$ cat src/hw/rtl/ptc_pkg.sv
// Shared types and constants for the pressure and temperature compensation pipeline.
package ptc_pkg;

	localparam int NSTAGE = 8;
	localparam int TEMP_STAGES = 4;
	localparam int CFG_IW = 3;
	localparam int CFG_DW = 16;

	localparam logic [CFG_IW-1:0] REG_PRESSURE_SENSITIVITY = 3'd0;
	localparam logic [CFG_IW-1:0] REG_PRESSURE_OFFSET = 3'd1;
	localparam logic [CFG_IW-1:0] REG_SENSITIVITY_TEMP_COEFF = 3'd2;
	localparam logic [CFG_IW-1:0] REG_OFFSET_TEMP_COEFF = 3'd3;
	localparam logic [CFG_IW-1:0] REG_REFERENCE_TEMPERATURE = 3'd4;
	localparam logic [CFG_IW-1:0] REG_TEMPERATURE_COEFF = 3'd5;

	localparam logic signed [19:0] TEMP_MID = 20'sd2000;
	localparam logic signed [19:0] TEMP_LOW_OFS = 20'sd3500;

	typedef struct packed {
		logic [23:0] raw_pressure;
		logic [23:0] raw_temperature;
	} in_t;

	typedef struct packed {
		logic signed [31:0] temperature_centi;
		logic signed [31:0] pressure_deci;
	} out_t;

	typedef struct packed {
		logic [15:0] pressure_sensitivity;
		logic [15:0] pressure_offset;
		logic [15:0] sensitivity_temp_coeff;
		logic [15:0] offset_temp_coeff;
		logic [15:0] reference_temperature;
		logic [15:0] temperature_coeff;
	} cfg_t;

	typedef struct packed {
		logic signed [41:0] off;
		logic signed [41:0] sens;
		logic [31:0] temp;
		logic [23:0] d1;
	} mid_t;

endpackage

$ cat src/hw/rtl/ptc_cfg.sv
// Calibration word registers written through the configuration port.
module ptc_cfg (
	input  logic                         clk,
	input  logic                         arst_n,
	input  logic                         wr_en,
	input  logic [ptc_pkg::CFG_IW-1:0]   wr_index,
	input  logic [ptc_pkg::CFG_DW-1:0]   wr_data,
	output ptc_pkg::cfg_t                cfg
);

	ptc_pkg::cfg_t cfg_q;

	always_ff @(posedge clk or negedge arst_n) begin
		if (!arst_n) begin
			cfg_q <= '0;
		end else if (wr_en) begin
			case (wr_index)
				ptc_pkg::REG_PRESSURE_SENSITIVITY: begin
					cfg_q.pressure_sensitivity <= wr_data;
				end
				ptc_pkg::REG_PRESSURE_OFFSET: begin
					cfg_q.pressure_offset <= wr_data;
				end
				ptc_pkg::REG_SENSITIVITY_TEMP_COEFF: begin
					cfg_q.sensitivity_temp_coeff <= wr_data;
				end
				ptc_pkg::REG_OFFSET_TEMP_COEFF: begin
					cfg_q.offset_temp_coeff <= wr_data;
				end
				ptc_pkg::REG_REFERENCE_TEMPERATURE: begin
					cfg_q.reference_temperature <= wr_data;
				end
				ptc_pkg::REG_TEMPERATURE_COEFF: begin
					cfg_q.temperature_coeff <= wr_data;
				end
				default: begin
				end
			endcase
		end
	end

	assign cfg = cfg_q;

endmodule

$ cat config.mk
export PLATFORM = sky130hd
export DESIGN_NAME = ptc_cfg
export DESIGN_NICKNAME = d
export VERILOG_FILES = /design/src/hw/rtl/ptc_pkg.sv /design/src/hw/rtl/ptc_cfg.sv
export SDC_FILE = /design/constraint.sdc
export NUM_CORES = 1
export LEC_CHECK = 0
export ABC_AREA = 1
export BUFFER_PORTS_ARGS = -buffer_cell sky130_fd_sc_hd__buf_2
export CORE_MARGIN = 5
export CORE_UTILIZATION = 54
export CTS_CLUSTER_DIAMETER = 150
export CTS_CLUSTER_SIZE = 20
export DETAILED_ROUTE_END_ITERATION = 10
export PLACE_DENSITY_LB_ADDON = 0.05
export SETUP_SLACK_MARGIN = 0.3
export SLEW_MARGIN = 25
export SYNTH_ARGS = -nofsm -noshare
export SYNTH_HDL_FRONTEND = slang
export SYNTH_SLANG_ARGS = --single-unit
$ cat constraint.sdc
create_clock -name clk -period 0.9 [get_ports clk]
set_input_delay 0.09 -clock clk [delete_from_list [all_inputs] [get_ports clk]]
set_output_delay 0.09 -clock clk [all_outputs]
set_load 0.01 [all_outputs]
# Word level (Yosys, flattened, before mapping)

Index checks and enable logic that the tools add are counted.

Bits in registers: 96
Bits of input ports: 22
Output and inout bits: 96

Equality and inequality tests: 5
Reductions and logical operators: 7

Operator list:

| operator                                       | count |
|---|---|
| AND reduction 2 bit                            | 6 |
| == test 3 x 2 -> 1 bit (second input constant) | 2 |
| == test 3 bit (second input constant)          | 2 |
| == test 3 x 1 -> 1 bit (second input constant) | 1 |
| zero test 3 bit                                | 1 |

# Depth between registers and ports, before layout

Depth in word-level cells: 2
Gate-level depth with buffers: 6
Mapped depth without buffers: 5

# Worst setup path after synthesis

OpenSTA, ideal clock, no wires.

Kind: input port to flip-flop
Start: input port wr_en
End: register cfg_q (netlist bit cfg[37])
Library setup time: 0.116 ns
Arrival time: 0.750 ns
Data required time: 0.784 ns
Setup slack: 0.034 ns
Stages: 6
Path buffers: 1
Cells stage by stage: inv_1 -> nor2_2 -> nand2_1 -> buf_2 -> nand2_1 -> nand2_1

Cells in the longest elaborated chain, start to end: 1

RTL lines:

| what                                 | line          | text |
|---|---|---|
| start: declaration                   | ptc_cfg.sv:5  | `input logic wr_en,` |
| AND reduction 2 bit (no source line) | --            |  |
| end: declaration                     | ptc_cfg.sv:11 | `ptc_pkg::cfg_t cfg_q;` |

Every way passes these cells.
A chain may end at the register's enable or synchronous reset.

# Worst setup path after layout

Start: register cfg_q (netlist bit cfg[37])
End: output port cfg[37] (netlist bit)

RTL lines:

| what             | line         | text |
|---|---|---|
| end: declaration | ptc_cfg.sv:8 | `output ptc_pkg::cfg_t cfg` |

No word-level cell between the ends.

==> out/metrics.cfg <==
[layout]
fillCellCount=319
drive_above_1_share_pct=46.7
area_growth_pct=59.0
final_common_cell=nand2_1
layout.nets=647
layout_common_cells=nand2_1, buf_2, dfrtp_1, buf_6, nand3_1
final_core_util_pct=88.4
diodes=0
largest_register_ff_count=96

[power]
leakagePower_nw=3.36
total_power_mw=13.2
powerDensity_nw_per_um2=2200
ir_drop_mv=1.34

[die]
initial_core_util_pct=55.6
die-area_sq_um=8760
die_h_um=93.6
core_sq_um=6790
row_count=30
die_w_um=93.6
ios=118

[clock_tree]
clock_latency_ns=0.35
cts_root_buf=clkbuf_8
cts.htree.levels=3
cts_buffer_depth=2
numCtsBuffers=9
clock-sinks=96
clkSlewWorstSetupHoldPaths_ns=0.09
cts_tree=yes

[timing]
slew_violations=0
fin_setup_tns_ns=-9.04
fmax_mhz=957
worst_slew_pin_slew_ns=0.298
period_needed_ns=1.04
clock_skew_ns=0
fin_ws_ns=-0.145
fin_hold_ws_ns=-0.401
period_share_pct=116
slew_headroom_pct=80.1
rsz0062_at_grt=yes
report.final.setup_viol=96
finalHoldViolCount=96

[grt]
grtUsageTotal_pct=26.2
grt_max_degree=27
antenna_found_initial=0
grt_pass1_vias=3539
grt_overflow=0
grt_pass1_wl_um=17600

[status]
status=finished, violations left
violations=negative hold slack, negative setup slack

[critical_path]
worstPathCellList=buf_2
cp-end-kind=primary output
r2r_start=cfg[42]$_DFFE_PN0P_
path_class=reg2out
cp.required_ns=0.81
path_delay_family=flip-flops
critPathLaunchType=flop
critical_path_buf_inv_count=1
slowest_delay_ns=0.44
crit_start=cfg[37]$_DFFE_PN0P_
crit_arrival_ns=0.95
crit_path_top_delay_cell=dfrtp_1
path_max_fanout=2

[drt]
wl_per_cell_um=19.3
drc=0
drt_iter0_drc=320
first_pass_iters=5
drt.antenna.violating_nets=0
viasPerCell=5.50
drt_wl_total_um=14000
vias=3979

[synth]
seq_area_frac_synth_pct=63.6
yosys_warnings=0
syn_inst=425
syn_area_per_cell_sq_um=8.88
syn_nets=447
ys_types=11
synth_area_sq_um=3770
ys_ff_latch=96

[placed_design]
hpwl_um=7160
port_buffers=117
gp_congestion=0.810

[min_path]
min_path_type=in2async

[run]
maxCapViolCount=0

[final timing paths]
check	depth (start not counted)	slack, ns	to
max	1	-0.14	cfg[37]
min	1	-0.40	cfg[60]$_DFFE_PN0P_
max reg2reg	4	0	cfg[42]$_DFFE_PN0P_
min reg2reg	2	0.47	cfg[6]$_DFFE_PN0P_
max in group asynchronous	2	0.85	cfg[24]$_DFFE_PN0P_
min in group clk	3	0.02	cfg[5]$_DFFE_PN0P_
[cell families (layout without fill, tap and decap cells)]
logic type    count (synthesis)  after routing  share of synthesized area [%]
flops                        96             96                           63.6
buf+inv                      25            227                           3.21
simple gates                304            305                           33.1
[area by class of cell]
class	count	area, sq um	area share [%]
flip-flops and latches	96	2400	40.0
repair buffers	207	1730	28.7
multi-input cells	305	1500	24.9
clock buffers	10	128	2.13
well taps	96	120	2.00
clock inverters	4	95.1	1.58
inverters	6	37.5	0.625
[cells in the mapped netlist, drive strengths merged]
cell type  instances  area [sq um]
nand2            234           883
dfrtp             96          2400
nand3             64           320
buf               16          87.6
inv                6          22.5
nor2               6          47.5
clkbuf             3          11.3
[what timing repair did]
action,4_1_cts,5_1_grt
setup endpoints to repair,192,192
endpoints found under the hold margin,96,96
cloned,0,3
setup buffers,33,37
resized for setup,35,114
pin swaps,37,44
[layer usage]
layer	global-route usage, %	up-vias	part of all wire [%]	wire length [um]
met1	34.6	1934	38	5260
met4	12.3	0	4.1	575
met3	4.34	51	8.7	1220
met2	42.2	264	49	6900
li1	-	1730	-	-
met5	0	-	0	0
[report_power, final]
part | internal (mW) | switching (mW)
Combinational | 2.18 | 2.03
Clock | 1.81 | 1.47
Sequential | 5.12 | 0.592
Total | 9.11 | 4.09
[through the flow]
step / instances / instance area, sq um / setup slack [ns]
6_report: 724 / 6000 / -0.145
5_1_grt: 724 / 6000 / -0.156
4_1_cts: 684 / 5250 / -0.118
3_5_place_dp: 637 / 4640 / -0.234
3_3_place_gp: 637 / 4640 / -0.198
2_1_floorplan: 425 / 3870 / 0.140
No activity file was read; power rests on OpenSTA's default activity.
