**src/hw/rtl/ptc_pkg.sv**
```systemverilog
// Shared types and constants for the pressure and temperature compensation pipeline.
package ptc_pkg;

	localparam int NSTAGE = 8;
	localparam int TEMP_STAGES = 4;
	localparam int CFG_IW = 3;
	localparam int CFG_DW = 16;

	localparam logic [CFG_IW-1:0] REG_PRESSURE_SENSITIVITY = 3'd0;
	localparam logic [CFG_IW-1:0] REG_PRESSURE_OFFSET = 3'd1;
	localparam logic [CFG_IW-1:0] REG_SENSITIVITY_TEMP_COEFF = 3'd2;
	localparam logic [CFG_IW-1:0] REG_OFFSET_TEMP_COEFF = 3'd3;
	localparam logic [CFG_IW-1:0] REG_REFERENCE_TEMPERATURE = 3'd4;
	localparam logic [CFG_IW-1:0] REG_TEMPERATURE_COEFF = 3'd5;

	localparam logic signed [19:0] TEMP_MID = 20'sd2000;
	localparam logic signed [19:0] TEMP_LOW_OFS = 20'sd3500;

	typedef struct packed {
		logic [23:0] raw_pressure;
		logic [23:0] raw_temperature;
	} in_t;

	typedef struct packed {
		logic signed [31:0] temperature_centi;
		logic signed [31:0] pressure_deci;
	} out_t;

	typedef struct packed {
		logic [15:0] pressure_sensitivity;
		logic [15:0] pressure_offset;
		logic [15:0] sensitivity_temp_coeff;
		logic [15:0] offset_temp_coeff;
		logic [15:0] reference_temperature;
		logic [15:0] temperature_coeff;
	} cfg_t;

	typedef struct packed {
		logic signed [41:0] off;
		logic signed [41:0] sens;
		logic [31:0] temp;
		logic [23:0] d1;
	} mid_t;

endpackage

```
**src/hw/rtl/ptc_press.sv**
```systemverilog
// Stages five to eight: sensitivity product split in two halves and the truncating scale-down of pressure.
module ptc_press (
	input  logic                                              clk,
	input  logic [ptc_pkg::NSTAGE-ptc_pkg::TEMP_STAGES-1:0]   en,
	input  ptc_pkg::mid_t                                     mid,
	output ptc_pkg::out_t                                     comp
);

	logic [44:0]        plo_s5;
	logic signed [45:0] phi_s5;
	logic               neg_s5;
	logic signed [41:0] off_s5;
	logic [31:0]        temp_s5;

	logic [66:0]        sum;
	logic signed [45:0] q1_s6;
	logic signed [41:0] off_s6;
	logic [31:0]        temp_s6;

	logic signed [45:0] diff_s7;
	logic [31:0]        temp_s7;

	logic [45:0]        adj;
	ptc_pkg::out_t      comp_s8;

	always_ff @(posedge clk) begin
		if (en[0]) begin
			plo_s5  <= mid.sens[20:0] * mid.d1;
			phi_s5  <= $signed(mid.sens[41:21]) * $signed({1'b0, mid.d1});
			neg_s5  <= mid.sens[41];
			off_s5  <= mid.off;
			temp_s5 <= mid.temp;
		end
	end

	// A negative product is biased before the shift so that it truncates toward zero.
	always_comb begin
		sum = {phi_s5, 21'b0} + {22'b0, plo_s5}
			+ (neg_s5 ? {46'b0, {21{1'b1}}} : 67'b0);
	end

	always_ff @(posedge clk) begin
		if (en[1]) begin
			q1_s6   <= sum[66:21];
			off_s6  <= off_s5;
			temp_s6 <= temp_s5;
		end
	end

	always_ff @(posedge clk) begin
		if (en[2]) begin
			diff_s7 <= q1_s6 - {{4{off_s6[41]}}, off_s6};
			temp_s7 <= temp_s6;
		end
	end

	always_comb begin
		adj = diff_s7 + (diff_s7[45] ? 46'd32767 : 46'd0);
	end

	always_ff @(posedge clk) begin
		if (en[3]) begin
			comp_s8.temperature_centi <= temp_s7;
			comp_s8.pressure_deci     <= {adj[45], adj[45:15]};
		end
	end

	assign comp = comp_s8;

endmodule

```
**config.mk**
```make
export PLATFORM = sky130hd
export DESIGN_NAME = ptc_press
export DESIGN_NICKNAME = d
export VERILOG_FILES = /design/src/hw/rtl/ptc_pkg.sv /design/src/hw/rtl/ptc_press.sv
export SDC_FILE = /design/constraint.sdc
export NUM_CORES = 2
export LEC_CHECK = 0
export ABC_AREA = 1
export BUFFER_PORTS_ARGS = -buffer_cell sky130_fd_sc_hd__buf_2
export CORE_ASPECT_RATIO = 0.7
export CORE_MARGIN = 5
export CORE_UTILIZATION = 33
export CTS_CLUSTER_DIAMETER = 200
export DETAILED_ROUTE_END_ITERATION = 12
export PLACE_DENSITY = 0.45
export SYNTH_ARGS = -nofsm -noshare
export SYNTH_HDL_FRONTEND = slang
export SYNTH_SLANG_ARGS = --single-unit
```
**constraint.sdc**
```tcl
create_clock -name clk -period 11.1 [get_ports clk]
set_input_delay 2.775 -clock clk [delete_from_list [all_inputs] [get_ports clk]]
set_output_delay 2.775 -clock clk [all_outputs]
set_load 0.05 [all_outputs]
```
* After elaboration in Yosys (flattened, before gate mapping)
Index checks and enable logic that the tools add are counted.
** Word-level totals
- Register bits :: 427
- Output and inout bits :: 64
- Word-level logic and storage cells :: 20
** Cells by class
- $add $sub $neg :: 4
- Multiply operators :: 2
- Multiplexer cells :: 2
** Operators by type and width (number)
- 67-bit by 21-bit adder with 67-bit output :: 1
- 67-bit by 45-bit adder with 67-bit output :: 1
- 46-bit by 15-bit adder with 46-bit output :: 1
- 21-bit by 25-bit multiplier with 46-bit output :: 1
- 46-bit subtractor :: 1
- 21-bit by 24-bit multiplier with 45-bit output :: 1
- 21-bit 2-to-1 mux :: 1
- 15-bit 2-to-1 mux :: 1

* Logic depth before layout (Yosys ltp)
- Word-level depth :: 2
- Gate-level depth with buffers :: 30
- Depth with buffers taken out :: 28

* Least setup slack after synthesis
Ideal clock, no wire load.
- Path kind :: input port to flip-flop
- Start :: input mid[19] (netlist bit)
- End :: register plo_s5[39], data pin
- Arrival :: 8.186 ns
- Required time :: 10.848 ns
- Slack :: 2.662 ns
- Stages :: 25
- Path buffers :: 2
- Cells stage by stage :: clkbuf_1 > clkbuf_1 > nand2_1 > fa_1 > inv_1 > fa_1 > inv_1 > fa_1 > inv_1 > fa_1 > fa_1 > fa_1 > inv_1 > fa_1 > inv_1 > ha_1 > nand2_1 > nor2_1 > inv_1 > nor2_1 > inv_1 > nor4_1 > nand2_1 > nand3_1 > nand2_1
** On the way
- Word-level cells in the longest chain between the ends :: 1
** RTL lines
- from (decl) :: RTL line ptc_press.sv:5 : input ptc_pkg::mid_t mid,
- 21-bit by 24-bit multiplier with 45-bit output :: RTL line ptc_press.sv:28 : plo_s5 <= mid.sens[20:0] * mid.d1;
- to (signal assigned) :: RTL line ptc_press.sv:28
- to (decl) :: RTL line ptc_press.sv:9 : logic [44:0] plo_s5;
No other way between the ends.
A chain may end at the register's enable or synchronous reset.

* Worst setup path after layout
- Start :: input mid[9] (netlist bit)
- End :: register phi_s5[40], data pin
** On the way
- Word-level cells in the longest chain between the ends :: 1
** RTL lines
- 21-bit by 25-bit multiplier with 46-bit output :: RTL line ptc_press.sv:29 : phi_s5 <= $signed(mid.sens[41:21]) * $signed({1'b0, mid.d1});
- to (signal assigned) :: RTL line ptc_press.sv:29
- to (decl) :: RTL line ptc_press.sv:10 : logic signed [45:0] phi_s5;
No other way between the ends.

==> metrics.log <==
[metrics] result of the run: finished, final reports clean
[metrics] post-CTS sizing: 0
[metrics] count of port buffers added during placement: approximately 210
[metrics] Placer Congestion: between 0.9 and 1
[metrics] Setup crit start kind: primary input
[metrics] number of global-route vias before repair: 46,039
[metrics] Floorplan Core Area: 172,000 sq um
[metrics] average wire length per cell after detail routing: 19.6 um
[metrics] area occupied by multi-input gates: 36,700 sq um
[metrics] top post-synthesis cells by area: fa_1 29%, edfxtp_1 22%, nand2_1 13%
[metrics] largest fanout on the critical path: 32
[metrics] number of distinct library cells after synthesis: 42
[metrics] cell repeated most along the worst path: fa_1
[metrics] chip height: around 360 um
[metrics] fraction of synthesized cell area taken by the top area cell type: approximately 29%
[metrics] effective utilization at floorplan: 33.3%
[metrics] Boundary Pins: between 200 and 250
[metrics] number of vias in the routed layout: between 40,000 and 50,000
[metrics] maximum clock skew at final layout: between 0.02 and 0.025 ns
[metrics] Worst Path Arrival: about 9.4 ns
[metrics] vias per cell: 4.72
[metrics] per-instance average area after synthesis: approximately 8.1 sq um
[metrics] clock insertion delay at the later pin of the skew report: a little over 0.6 ns
[metrics] cell-by-cell trace of the critical path: buf_2, buf_4, nand2_1, fa_1, inv_1, fa_1, fa_1, fa_1, fa_1, fa_1, inv_1, fa_1, inv_1, ha_1, nand2_1, nor2_1, nand2_1, inv_1, nand4_1, nand3_1, nand2_1, nand3_1, nand2_1
[metrics] largest net degree at the start of global routing: 68
[metrics] Total Routing Usage GR: approximately 21%
[metrics] residual overflow from global routing: 0
[metrics] RSZ-0062 raised after global routing: no
[metrics] net count of the mapped netlist: approximately 8,400
[metrics] hold crit path type: register to register
[metrics] clock tree buffer depth: 3
[metrics] floorplan die width: 507 um
[metrics] Remaining DRCs: 0
[metrics] antenna violations before repair: 2
[metrics] number of fillers in the final layout: between 15,000 and 20,000
[metrics] global-route wire length before repair: between 200,000 and 300,000 um
[metrics] layout cells sized above 1: around 5.7%
[metrics] DR top layer: met4
[metrics] Max Cap Violations: 0
[metrics] Total Die Area: roughly 180,000 sq um
[metrics] longest individual stage delay on the worst path: 0.74 ns
[metrics] Clock transition at path regs: roughly 0.07 ns
[metrics] Area growth, synth to finish: 9.00%
[metrics] Finish-stage setup viols: 0
[metrics] kind of end point of the critical path: register
[metrics] critical setup path kind: primary input to register
[metrics] slowest CP cell: buf_2
[metrics] dpl hpwl: 156,000 um
[metrics] post-synthesis instance area: roughly 57,000 sq um
[metrics] Inserted Clock Buffers: 46
[metrics] WP data required: about 11 ns
[metrics] met3 WL post-DR: roughly 13,000 um
[metrics] Detailed Route WL: ~190,000 um
[metrics] number of standard-cell rows in the floorplan: 127
[metrics] cell family with most CP delay: adder cells
[metrics] maximum clock rate: 110 MHz
[metrics] post-route fraction of the period consumed by the critical path: roughly four fifths
[metrics] portion of the post-synthesis area used by sequential elements: 22.4%
[metrics] setup repair bufs after CTS: 0
[metrics] H-tree depth: 2
[metrics] wire length on met1: approximately 100,000 um
[metrics] Syn Inst Count: around 7,000
[metrics] initial detailed-routing violation count: approximately 3,600
[metrics] TritonCTS clock tree: built
[metrics] DR WL met2: 74,100 um
[metrics] number of warnings printed during yosys synthesis: 0
[metrics] min Tclk post-route: a little over 9 ns
[metrics] number of max-slew violations in the final report: 0
[metrics] Hold Buf Count CTS: 0
[metrics] length of the first detailed-routing pass in iterations: 5
[metrics] Hold Violations, Final: 0
[metrics] post-synthesis register bit count: about 430
[metrics] cell type with the largest total area after synthesis: fa_1
[metrics] Clk Tree Root Cell: clkbuf_16
[metrics] Slew Limit Headroom: between 10% and 20%
[metrics] NumNets Final: 8,545
[metrics] Sequential cell area: 12,800 sq um
[metrics] TritonCTS sink count: around 430
[metrics] post-route antenna net violation count: 0
[metrics] worst path bufs/invs: 6
[metrics] Sum Neg Setup Slack: 0 ns
[metrics] transition time of the tightest slew-check pin: 1.32 ns
## logic make-up after synthesis
kind of cell / after synthesis / synth area share [%]
XOR/XNOR: 119 / 1.82
AND/OR/NAND/NOR: 2675 / 18.9
flip-flops: 427 / 22.4
buffers and inverters: 2042 / 13.4
adder cells (fa/ha/maj): 1273 / 38.8
AO/OA/AOI/OAI: 491 / 4.63
## placed cells by master, fill, tap and decap left out, types with 6 or more instances in the layout
cell type	n
nand2_1	1938
inv_1	1826
fa_1	832
ha_1	441
edfxtp_1	427
nor2_1	383
a21oi_1	269
buf_2	205
nand3_1	158
o21ai_0	146
xor2_1	96
nand4_1	53
nor3_1	50
clkbuf_16	47
buf_4	47
nand2_2	23
xnor2_1	23
o21bai_1	22
o21a_1	15
nor2_2	14
or2_2	13
a21o_1	12
inv_2	10
nand3b_1	10
nor4_1	9
clkbuf_1	9
nor2_4	6
o21ai_1	6
clkinv_1	6
bufinv_16	6
## worst paths after layout
path	start	to	slack, ns	cells after the start
worst max-delay path	mid[9]	phi_s5[40]	2.02	23
worst min-delay path	temp_s6[11]	temp_s7[11]	0.41	0
worst max register to register	neg_s5	q1_s6[37]	7.52	10
worst min register to register	temp_s6[11]	temp_s7[11]	0.41	0
## metrics by stage
| step | instance area, sq um | setup slack (ns) | hold slack [ns] | std cells | utilization (%) |
|---|---|---|---|---|---|
| finish | 62300 | 2.02 | 0.408 | 9484 | 36.3 |
| global route | 62300 | 1.85 | 0.416 | 9484 | 36.3 |
| CTS | 62300 | 2.13 | 0.408 | 9483 | 36.3 |
| detailed placement | 60800 | 1.52 | 0.405 | 9401 | 35.4 |
| global placement | 60800 | 1.48 | 0.400 | 9401 | 35.4 |
| floorplan | 57200 | 2.66 | 0.400 | 7027 | - |
## sequential cells by signal, summed over array words and instances, names as in the netlist
name / flops
comp: 63
diff_s7: 46
phi_s5: 46
q1_s6: 46
plo_s5: 45
off_s5: 42
off_s6: 42
temp_s5: 32
temp_s6: 32
temp_s7: 32
neg_s5: 1
## synth_stat cells (all sizes together)
master / n
and2: 2
nand4: 53
o21ai: 155
clkbuf: 204
and3: 1
fa: 832
nand3b: 10
xor2: 96
o21a: 15
edfxtp: 427
a21boi: 4
nand3: 159
a21o: 12
or2: 15
xnor2: 23
nor2: 403
o211ai: 5
a21oi: 272
o311ai: 2
nor4: 13
nand2: 1961
nor3: 58
a31oi: 3
o21bai: 22
buf: 2
ha: 441
inv: 1836
o22ai: 1
## area by class of cell
type / count / area share (%)
Sequential cell: 427 / 20.6
Tap cell: 2322 / 4.66
Timing Repair Buffer: 258 / 2.39
Multi-Input combinational cell: 4558 / 58.8
Clock inverter: 26 / 0.512
Inverter: 1836 / 11.1
Antenna cell: 1 / 0.00402
Clock buffer: 56 / 1.94
## layer usage
metal  global-route usage (%)  vias to the layer above
li1                         -                    21161
met1                     33.6                    22289
met2                     29.3                     1235
met3                     3.12                      102
met4                     2.12                        0
met5                        0                        -
Power is left out: the tool's default activity adds up to more than one toggle a clock period on the data nets, which glitch-free logic cannot reach.
