<file path="src/hw/rtl/ptc_pkg.sv">
// Shared types and constants for the pressure and temperature compensation pipeline.
package ptc_pkg;

	localparam int NSTAGE = 8;
	localparam int TEMP_STAGES = 4;
	localparam int CFG_IW = 3;
	localparam int CFG_DW = 16;

	localparam logic [CFG_IW-1:0] REG_PRESSURE_SENSITIVITY = 3'd0;
	localparam logic [CFG_IW-1:0] REG_PRESSURE_OFFSET = 3'd1;
	localparam logic [CFG_IW-1:0] REG_SENSITIVITY_TEMP_COEFF = 3'd2;
	localparam logic [CFG_IW-1:0] REG_OFFSET_TEMP_COEFF = 3'd3;
	localparam logic [CFG_IW-1:0] REG_REFERENCE_TEMPERATURE = 3'd4;
	localparam logic [CFG_IW-1:0] REG_TEMPERATURE_COEFF = 3'd5;

	localparam logic signed [19:0] TEMP_MID = 20'sd2000;
	localparam logic signed [19:0] TEMP_LOW_OFS = 20'sd3500;

	typedef struct packed {
		logic [23:0] raw_pressure;
		logic [23:0] raw_temperature;
	} in_t;

	typedef struct packed {
		logic signed [31:0] temperature_centi;
		logic signed [31:0] pressure_deci;
	} out_t;

	typedef struct packed {
		logic [15:0] pressure_sensitivity;
		logic [15:0] pressure_offset;
		logic [15:0] sensitivity_temp_coeff;
		logic [15:0] offset_temp_coeff;
		logic [15:0] reference_temperature;
		logic [15:0] temperature_coeff;
	} cfg_t;

	typedef struct packed {
		logic signed [41:0] off;
		logic signed [41:0] sens;
		logic [31:0] temp;
		logic [23:0] d1;
	} mid_t;

endpackage

</file>
<file path="src/hw/rtl/ptc_ctl.sv">
// Valid bits and per-stage load enables of the compensation pipeline.
module ptc_ctl (
	input  logic                          clk,
	input  logic                          arst_n,
	input  logic                          raw_valid,
	input  logic                          comp_stall,
	output logic [ptc_pkg::NSTAGE-1:0]    en,
	output logic [ptc_pkg::NSTAGE-1:0]    vld
);

	logic [ptc_pkg::NSTAGE-1:0] vld_q;

	// A stage loads when it is empty or when the stage after it moves on.
	always_comb begin
		en[ptc_pkg::NSTAGE-1] = !vld_q[ptc_pkg::NSTAGE-1] || !comp_stall;
		for (int i = ptc_pkg::NSTAGE-2; i >= 0; i--) begin
			en[i] = !vld_q[i] || en[i+1];
		end
	end

	always_ff @(posedge clk or negedge arst_n) begin
		if (!arst_n) begin
			vld_q <= '0;
		end else begin
			if (en[0]) begin
				vld_q[0] <= raw_valid;
			end
			for (int i = 1; i < ptc_pkg::NSTAGE; i++) begin
				if (en[i]) begin
					vld_q[i] <= vld_q[i-1];
				end
			end
		end
	end

	assign vld = vld_q;

endmodule

</file>
<file path="config.mk">
export PLATFORM = sky130hd
export DESIGN_NAME = ptc_ctl
export DESIGN_NICKNAME = d
export VERILOG_FILES = /design/src/hw/rtl/ptc_pkg.sv /design/src/hw/rtl/ptc_ctl.sv
export SDC_FILE = /design/constraint.sdc
export NUM_CORES = 1
export LEC_CHECK = 0
export BUFFER_PORTS_ARGS = -buffer_cell sky130_fd_sc_hd__buf_4
export CAP_MARGIN = 20
export CORE_AREA = 2 2 39 41
export DETAILED_ROUTE_END_ITERATION = 6
export DIE_AREA = 0 0 41 43
export PLACE_DENSITY = 0.6
export SETUP_SLACK_MARGIN = 0.05
export SYNTH_ARGS = -nofsm -noshare
export SYNTH_HDL_FRONTEND = slang
export SYNTH_SLANG_ARGS = --single-unit
</file>
<file path="constraint.sdc">
create_clock -name clk -period 1 [get_ports clk]
set_clock_uncertainty 0.15 [all_clocks]
set_input_delay 0.05 -clock clk [delete_from_list [all_inputs] [get_ports clk]]
set_output_delay 0.05 -clock clk [all_outputs]
set_load 0.01 [all_outputs]
</file>
# [Word-level counts from Yosys, hierarchy flattened]
# Index checks and enable logic that the tools add are counted.
[classes] n_reduce_logical=17
[ops] operator="1-bit logical NOT" count=9
[ops] operator="1-bit logical OR" count=8
[word_totals] ff_bits=8 out_inout_bits=16 elab_cells=25

# [Logic depth before layout (Yosys ltp)]
# Gate-level depths: netlist (run 1).
[depth] ltp_word=9 ltp_mapped=3 ltp_nobuf=2

# [Worst setup path before layout (run 1)]
# OpenSTA, ideal clock, no wires.
[synth_path] path_type="register -> register" startpoint="register vld_q (netlist bit vld[6])" endpoint="register vld_q (netlist bit vld[5])" arrival_ns=0.937 required_time_ns=0.726 path_slack_ns=-0.211 stages_incl_launch_ff=4 period_less_slack_ns=1.211 path_cell_list="dfrtp_1 > and4_4 > buf_6 > or2_1"
[synth_between] elab_chain_cells=3
[synth_lines] item="start, declared" line="ptc_ctl.sv:11" rtl="logic [ptc_pkg::NSTAGE-1:0] vld_q;"
[synth_lines] item="start signal, assigned by index" line="ptc_ctl.sv:30" rtl="vld_q[i] <= vld_q[i-1];"
[synth_lines] item="1-bit logical NOT" line="ptc_ctl.sv:17" rtl="en[i] = !vld_q[i] || en[i+1];"
[synth_lines] item="1-bit logical OR (2 in series)" line="ptc_ctl.sv:17"
# No other way between the ends.
# A chain may end at the register's enable or synchronous reset.

# [Final worst setup path (run 1)]
[layout_path] startpoint="register vld_q (netlist bit vld[7])" endpoint="output port en[5] (netlist name)"
[layout_between] elab_chain_cells=4
[layout_lines] item="1-bit logical NOT" line="ptc_ctl.sv:15" rtl="en[ptc_pkg::NSTAGE-1] = !vld_q[ptc_pkg::NSTAGE-1] || !comp_stall;"
[layout_lines] item="1-bit logical OR" line="ptc_ctl.sv:15"
[layout_lines] item="1-bit logical OR (2 in series)" line="ptc_ctl.sv:17"
[layout_lines] item="end, declared" line="ptc_ctl.sv:7" rtl="output logic [ptc_pkg::NSTAGE-1:0] en,"
# No other way between the ends.

==> results_dict.tcl, run 1 <==
set metrics [dict create \
    postRouteAntennaNets 0 \
    ir_drop_mv 0.900 \
    drv_slew 0 \
    synth_area_leaders "dfrtp_1, buf_6, a31o_1" \
    run_status "finished, violations left" \
    wl_per_cell_um 11.5 \
    drc 0 \
    wl_um 964 \
    synth_cell_type_count 13 \
    synth-adder-area-share_pct 0 \
    syn2layout_area_growth_pct 117 \
    synth_warnings 0 \
    fp.dieW_um 41 \
    grtUsageTotal_pct 13.2 \
    drive_above_1_share_pct 67.6 \
    rr_startpoint "vld[4]" \
    netlist_area_um2 338 \
    startpoint "vld[7]" \
    path_max_fanout 6 \
    fp.dieH_um 43 \
    cp.required_ns 0.80 \
    worst_setup_path_end_kind "primary output" \
    stdcell_count 84 \
    ios 20 \
    via_per_inst 4.49 \
    start_util_pct 24.4 \
    htreeDepth 1 \
    fin_nets 73 \
    syn_area_per_cell_um2 12.1 \
    syn-num-nets 32 \
    grt_overflow 0 \
    gp_congestion 0.641 \
    busiest_layer "met2" \
    cts.sinks 8 \
    leakagePower_nw 0.347 \
    grt_max_degree 9 \
    use_met1_pct 16.9 \
    drt_iter0_drc 3 \
    grtUsageMet3_pct 4.71 \
    grt_pass1_wl_um 1520 \
    postSynthCellCount 28 \
    cp_data_arrival_time_ns 1.11 \
    io_buffers 19 \
    drt_pass1_iterations 4 \
    violations "hold timing, setup timing" \
    yosysTopAreaCellShare_pct 59.3 \
    cts_max_path_buffers 2 \
    period_minus_slack_ns 1.31 \
    max_freq_ghz 0.766 \
    met2_usage_pct 19.1 \
    yosysTopAreaCell "dfrtp_1" \
    cts_hold_buffers 2 \
    grt_setup_unrepaired "yes" \
    antenna_cells 0 \
    slew_headroom_pct 92.2 \
    p_total_mw 1.37 \
    ys_ff_latch 8 \
    synth-seq-area-share_pct 59.3 \
    cts_buffers 3 \
    fin_util_pct 53.1 \
    finalSetupViolCount 24 \
    timing.hold.ws_ns -0.0130 \
    tns_ns -4.14 \
    num_vias 377 \
    hold_class "in -> reg" \
    finalHoldViolCount 1 \
    timing.final.ws_setup_ns -0.306 \
    crit_type "reg -> out" \
    p_per_area_mw_per_mm2 1860 \
    period_share_pct 131 \
    largest_reg_flops 8 \
    place_inst 67 \
    antenna_found_initial 0 \
    synth_compound_area_share_pct 12.6 \
    tightest_slew_ns 0.117 \
    n_fill_cell 138 \
    clockRootBuffer "clkbuf_4" \
    yosys.area_share.simple_pct 20.4 \
    synth_xor_area_share_pct 0 \
    path_clk_slew_ns 0.05 \
    clk_latency_ns 0.25 \
    tritoncts "done" \
    rows 14 \
    final_common_cell "buf_4" \
    startpoint_type "register" \
    synth_top_family_by_area "simple AND/OR/NAND/NOR gates" \
    first_global_vias 361 \
    min_from "comp_stall" \
    core_area_mm2 0.00138 \
    die_area_mm2 0.00176 \
    cap_violations 0 \
    layout_common_cells "buf_4, buf_6, dfrtp_1" \
    synth.mux.area_fraction_pct 0 \
    place_hpwl_um 569 \
]
power by group:
part           switching (mW)  internal, mW  total (mW)  leakage (nW)
sequential             0.0365         0.382       0.418        0.0828
clock                   0.108         0.152       0.260        0.0150
combinational           0.271         0.418       0.689         0.249
total                   0.415         0.952        1.37         0.347
path summary, 6_finish.rpt:
kind	endpoint	slack, ns	cells after the start
max	en[5]	-0.31	4
min	vld[6]	-0.01	3
max reg2reg	vld[0]	-0.19	3
min reg2reg	vld[2]	0.38	1
max in group asynchronous	vld[6]	0.55	2
min in group asynchronous	vld[4]	0.01	2
metal layers:
metal,routed length [um],vias to the layer above
met5,0,-
met4,0,0
met3,76,0
met2,493,18
met1,393,178
li1,-,181
stage by stage:
stage,cell area (um2),worst slack [ns]
2_1_floorplan,347,-0.199
3_3_place_gp,532,-0.102
3_5_place_dp,532,-0.118
4_1_cts,692,-0.330
5_1_grt,734,-0.373
6_report,734,-0.306
cells in the mapped netlist:
master and count:
nand4_1 1, nand3_1 3, and3_1 1, a21o_1 2, inv_2 1, buf_6 2
nand2_1 3, a41o_1 1, and4_4 1, a31o_1 2, or2_1 1, dfrtp_1 8
nand2b_1 2
worst max-delay path, stage by stage, from the launching register on:
cell and delay, ns:
dfrtp_1 0.34, and4_4 0.26, buf_4 0.13, inv_4 0.03, buf_6 0.10
cell type report:
cell class	count	area, um2	area share (%)
Tap cell	16	20.0	2.73
Timing Repair Buffer	37	332	45.1
Inverter	1	6.26	0.852
Multi-Input combinational cell	18	148	20.1
Sequential cell	8	203	27.6
Clock buffer	4	26.3	3.58
kinds of logic after synthesis:
family	after synthesis
compound gates	5
buf+inv	3
flops	8
simple gates	12
repair_timing:
item	in CTS	in global routing
hold endpoints to repair	10	1
pin swaps	5	6
gates cloned	1	0
endpoints found under the setup margin	22	24
resized for setup	15	6
buffers inserted	8	5
No activity file was read; power rests on OpenSTA's default activity.
==> run 2: changes to the inputs <==
==> constraint.sdc (replaced) <==
create_clock -name clk -period 1 [get_ports clk]
set_clock_uncertainty 0.15 [all_clocks]
set_input_delay 0.05 -clock clk [delete_from_list [all_inputs] [get_ports clk]]
set_output_delay 0.05 -clock clk [all_outputs]
set_load 0.02 [all_outputs]
==> results_dict.tcl, run 2 (synthesized netlist as in run 1, its figures left out) <==
set metrics [dict create \
    syn2layout_area_growth_pct 134 \
    critPathSlowestCell "dfrtp_2" \
    crit_type "reg -> reg" \
    fin_util_pct 57.1 \
    final_common_cell "buf_6" \
    cts.sinks 8 \
    seq_power_share_pct 28.4 \
    gp_congestion 0.680 \
    wl_per_cell_um 12.6 \
    period_minus_slack_ns 1.38 \
    p_clk_share_pct 15.2 \
    grt_max_degree 9 \
    max_freq_ghz 0.726 \
    rows 14 \
    fin_nets 74 \
    placed_area_um2 538 \
    stdcell_count 84 \
    ios 20 \
    startpoint "vld[6]" \
    tightest_slew_ns 0.130 \
    finalSetupViolCount 24 \
    place_hpwl_um 601 \
    place_inst 67 \
    switching_share_pct 33.9 \
    drc 0 \
    htreeDepth 1 \
    wl_met1_um 441 \
    timing.hold.ws_ns -0.0634 \
    cp_num_buf_inv 2 \
    drt_pass1_iterations 2 \
    critPathTopFamily "flip-flops" \
    rr_startpoint "vld[6]" \
    grt_setup_unrepaired "yes" \
    p_int_mw 1.01 \
    largest_reg_flops 8 \
    run_status "finished, violations left" \
    path_max_fanout 5 \
    clockRootBuffer "clkbuf_4" \
    antenna_cells 0 \
    worst_setup_path_end_kind "register" \
    regArea_um2 209 \
    layout_common_cells "buf_6, buf_4, dfrtp_2" \
    period_share_pct 138 \
    crit_chain "buf_6 > and4_2 > buf_4 > a31o_1" \
    p_per_area_mw_per_mm2 1930 \
    startpoint_type "register" \
    tns_ns -5.31 \
    cp_data_arrival_time_ns 1.36 \
    ir_drop_mv 0.908 \
    path_clk_slew_ns 0.05 \
    cts_hold_buffers 2 \
    drive_above_1_share_pct 80.9 \
    postRouteAntennaNets 0 \
    finalHoldViolCount 2 \
    wl_met2_um 545 \
    timing.final.ws_setup_ns -0.378 \
    hold_class "in -> reg" \
    crit_path_max_incr_delay_ns 0.41 \
    fp.dieW_um 41 \
    clk_latency_ns 0.25 \
    start_util_pct 24.4 \
    grt_overflow 0 \
    cts_max_path_buffers 2 \
    antenna_found_initial 0 \
    cap_violations 0 \
    post-place-ws_ns -0.135 \
    violations "hold timing, setup timing" \
    leakagePower_nw 0.369 \
    routed.top_layer "met3" \
    multi_input_area_um2 161 \
    fin_area_um2 790 \
    drt_iter0_drc 3 \
    grt_pass1_wl_um 1590 \
    fp.dieH_um 43 \
    first_global_vias 373 \
    io_buffers 19 \
    p_total_mw 1.53 \
    n_fill_cell 136 \
    wl_um 1060 \
    power.switching_mw 0.517 \
    via_per_inst 4.48 \
    drv_slew 0 \
    min_from "comp_stall" \
    cts_buffers 3 \
    dr_wl_met3_um 69 \
    slew_headroom_pct 91.3 \
    core_area_mm2 0.00138 \
    cp.required_ns 0.98 \
    die_area_mm2 0.00176 \
    tritoncts "done" \
    grtUsageTotal_pct 13.7 \
    num_vias 376 \
    combPwrFrac_pct 56.4 \
]
[run 2: routing by layer]
| metal | track usage, % | vias to the layer above |
|---|---|---|
| met1 | 16.4 | 177 |
| met4 | 8.00 | 0 |
| met3 | 3.14 | 0 |
| li1 | - | 183 |
| met2 | 21.3 | 16 |
| met5 | 0 | - |
[run 2: final timing paths]
path / cells past startpoint / slack, ns / endpoint
setup / recovery: 4 / -0.38 / vld[3]
hold / removal: 3 / -0.06 / vld[7]
setup reg to reg: 4 / -0.38 / vld[3]
hold reg to reg: 1 / 0.40 / vld[2]
max in group asynchronous: 2 / 0.54 / vld[5]
min in group asynchronous: 2 / 0.01 / vld[1]
[run 2: worst register-to-register path, delay by kind of cell, from the launching register on]
family	cells	cell delay, ns
buffers and inverters	2	0.27
AO/OA/AOI/OAI	1	0.20
AND/OR/NAND/NOR	1	0.25
flip-flops	1	0.41
[run 2: layout make-up]
class                      instances  area share, %
timing repair buffer              38           47.2
sequential                         8           26.5
tap                               16           2.54
clock buffer                       3           2.85
inverter                           1          0.475
multi-input combinational         18           20.4
[run 2: what timing repair did]
action,CTS,global route
setup buffers,8,6
cloned,1,0
pin swaps,3,3
gates resized for setup,24,8
setup endpoints to repair,23,24
hold endpoints to repair,11,2
[run 2: power groups by stage]
stage / sequential (mW) / clock (mW) / combinational (mW)
3_3_place_gp: 0.426 / 0 / 0.569
4_1_cts: 0.432 / 0.248 / 0.811
5_1_grt: 0.439 / 0.279 / 0.909
6_report: 0.434 / 0.232 / 0.861
2_1_floorplan: 0.518 / 0 / 0.244
3_5_place_dp: 0.426 / 0 / 0.576
==> run 3: changes to the inputs <==
ABC_AREA = 1   (was default)
PLACE_DENSITY = 0.61   (was 0.6)
==> results_dict.tcl, run 3 <==
set metrics [dict create \
    n_fill_cell 126 \
    clockRootBuffer "clkbuf_4" \
    cts_buffers 3 \
    gp_congestion 0.641 \
    crit_type "reg -> out" \
    crit_path_max_incr_delay_ns 0.38 \
    die_area_mm2 0.00176 \
    startpoint_type "register" \
    cts.sinks 8 \
    crit_chain "nand2_4 > nor2_4 > nand4_4 > nor2_4 > nand3_4 > buf_6" \
    period_share_pct 152 \
    synth_warnings 0 \
    syn_area_per_cell_um2 10.4 \
    wl_per_cell_um 10.2 \
    synth_edf_count 0 \
    cts_max_path_buffers 2 \
    grtUsageTotal_pct 12.1 \
    regArea_um2 203 \
    layout_common_cells "buf_6, buf_4, inv_1, dfrtp_1" \
    path_clk_slew_ns 0.06 \
    via_per_inst 3.93 \
    critPathSlowestCell "dfrtp_2" \
    synth_common_cells "inv_1, dfrtp_1, nand2_1" \
    fp.dieW_um 41 \
    rows 14 \
    startpoint "vld[7]" \
    synth-seq-area-share_pct 58.4 \
    fin_util_pct 58.5 \
    period_minus_slack_ns 1.52 \
    antenna_found_initial 0 \
    synth_cell_type_count 9 \
    tritoncts "done" \
    syn-num-nets 37 \
    tightest_slew_ns 0.168 \
    fin_nets 80 \
    largest_reg_flops 8 \
    drc 0 \
    fp.dieH_um 43 \
    hold_class "in -> async" \
    synth_ff_type "dfrtp_1" \
    timing.final.ws_setup_ns -0.518 \
    io_buffers 19 \
    drv_slew 0 \
    rr_startpoint "vld[7]" \
    antenna_cells 0 \
    start_util_pct 24.8 \
    drt_iter0_drc 0 \
    slew_headroom_pct 88.8 \
    cp.required_ns 0.80 \
    grt_pass1_wl_um 1350 \
    ir_drop_mv 0.838 \
    cap_violations 0 \
    num_vias 358 \
    crit_path_frequent_cell "nor2_4" \
    cp_data_arrival_time_ns 1.32 \
    violations "hold timing, setup timing" \
    yosysTopAreaCell "dfrtp_1" \
    cp.depth 6 \
    synthArstFlopShare_pct 100 \
    htreeDepth 1 \
    drive_above_1_share_pct 74.7 \
    finalSetupViolCount 22 \
    timing.hold.ws_ns -0.00756 \
    postSynthCellCount 33 \
    clk_latency_ns 0.26 \
    netlist_area_um2 343 \
    p_per_area_mw_per_mm2 1930 \
    first_global_vias 340 \
    max_freq_ghz 0.659 \
    grt_overflow 0 \
    core_area_mm2 0.00138 \
    path_max_fanout 4 \
    critPathTopFamily "simple AND/OR/NAND/NOR gates" \
    cp_num_buf_inv 1 \
    placed_area_um2 598 \
    yosysTopAreaCellShare_pct 58.4 \
    grt_max_degree 9 \
    run_status "finished, violations left" \
    postRouteAntennaNets 0 \
    wl_um 925 \
    multi_input_area_um2 139 \
    worst_setup_path_end_kind "primary output" \
    leakagePower_nw 0.400 \
    finalHoldViolCount 4 \
    worstRegToRegCells 7 \
    drt_pass1_iterations 1 \
    grt_setup_unrepaired "yes" \
    place_hpwl_um 603 \
    synth_most_common_cell "inv_1" \
    ys_ff_latch 8 \
    final_common_cell "buf_6" \
    fin_area_um2 810 \
    ios 20 \
    synth_area_leaders "dfrtp_1, inv_1, nand2_1" \
    syn2layout_area_growth_pct 136 \
]
[run 3: area by class of cell]
type                            count  area share (%)
Timing Repair Buffer               38            47.9
Sequential cell                     8            25.0
Multi-Input combinational cell     16            17.2
Inverter                            9            4.17
Clock buffer                        4            3.25
Tap cell                           16            2.47
[run 3: through the flow]
stage | power, mW | worst slack (ns) | setup TNS [ns] | cells
after floorplan | 0.751 | -0.420 | -3.29 | 33
after global placement | 1.06 | -0.253 | -2.11 | 77
after detailed placement | 1.07 | -0.269 | -2.19 | 77
after CTS | 1.52 | -0.528 | -5.55 | 89
after global routing | 1.65 | -0.589 | -6.65 | 91
final | 1.56 | -0.518 | -5.60 | 91
[run 3: routing by layer]
metal / wire length, um / up-vias / GRT usage [%]
met3: 48 / 2 / 3.14
met5: 0 / - / 0
li1: - / 178 / -
met4: 6 / 0 / 10.0
met1: 337 / 167 / 13.3
met2: 532 / 11 / 18.1
[run 3: final timing paths]
kind | endpoint | slack (ns)
max | en[0] | -0.52
min | vld[7] | -0.008
max reg2reg | vld[0] | -0.29
min reg2reg | vld[7] | 0.37
max in group asynchronous | vld[6] | 0.57
min in group clk | vld[4] | 0.15
[run 3: where the power goes]
| part | switching (mW) | total (mW) | internal, mW | leakage (nW) |
|---|---|---|---|---|
| clock | 0.117 | 0.270 | 0.153 | 0.0150 |
| sequential | 0.0598 | 0.442 | 0.382 | 0.0822 |
| combinational | 0.377 | 0.849 | 0.473 | 0.303 |
| total | 0.553 | 1.56 | 1.01 | 0.400 |
[run 3: timing repair]
action,4_1_cts,5_1_grt
hold endpoints to repair,9,0
gates resized for setup,25,8
setup buffers,8,5
hold buffers,2,0
endpoints found under the setup margin,23,24
pin swaps,5,1
[run 3: cells by family (layout without fill, tap and decap cells)]
logic type | after synthesis | after routing | share of synthesized area (%)
buf+inv | 9 | 51 | 9.85
flops | 8 | 8 | 58.4
simple gates | 16 | 16 | 31.8
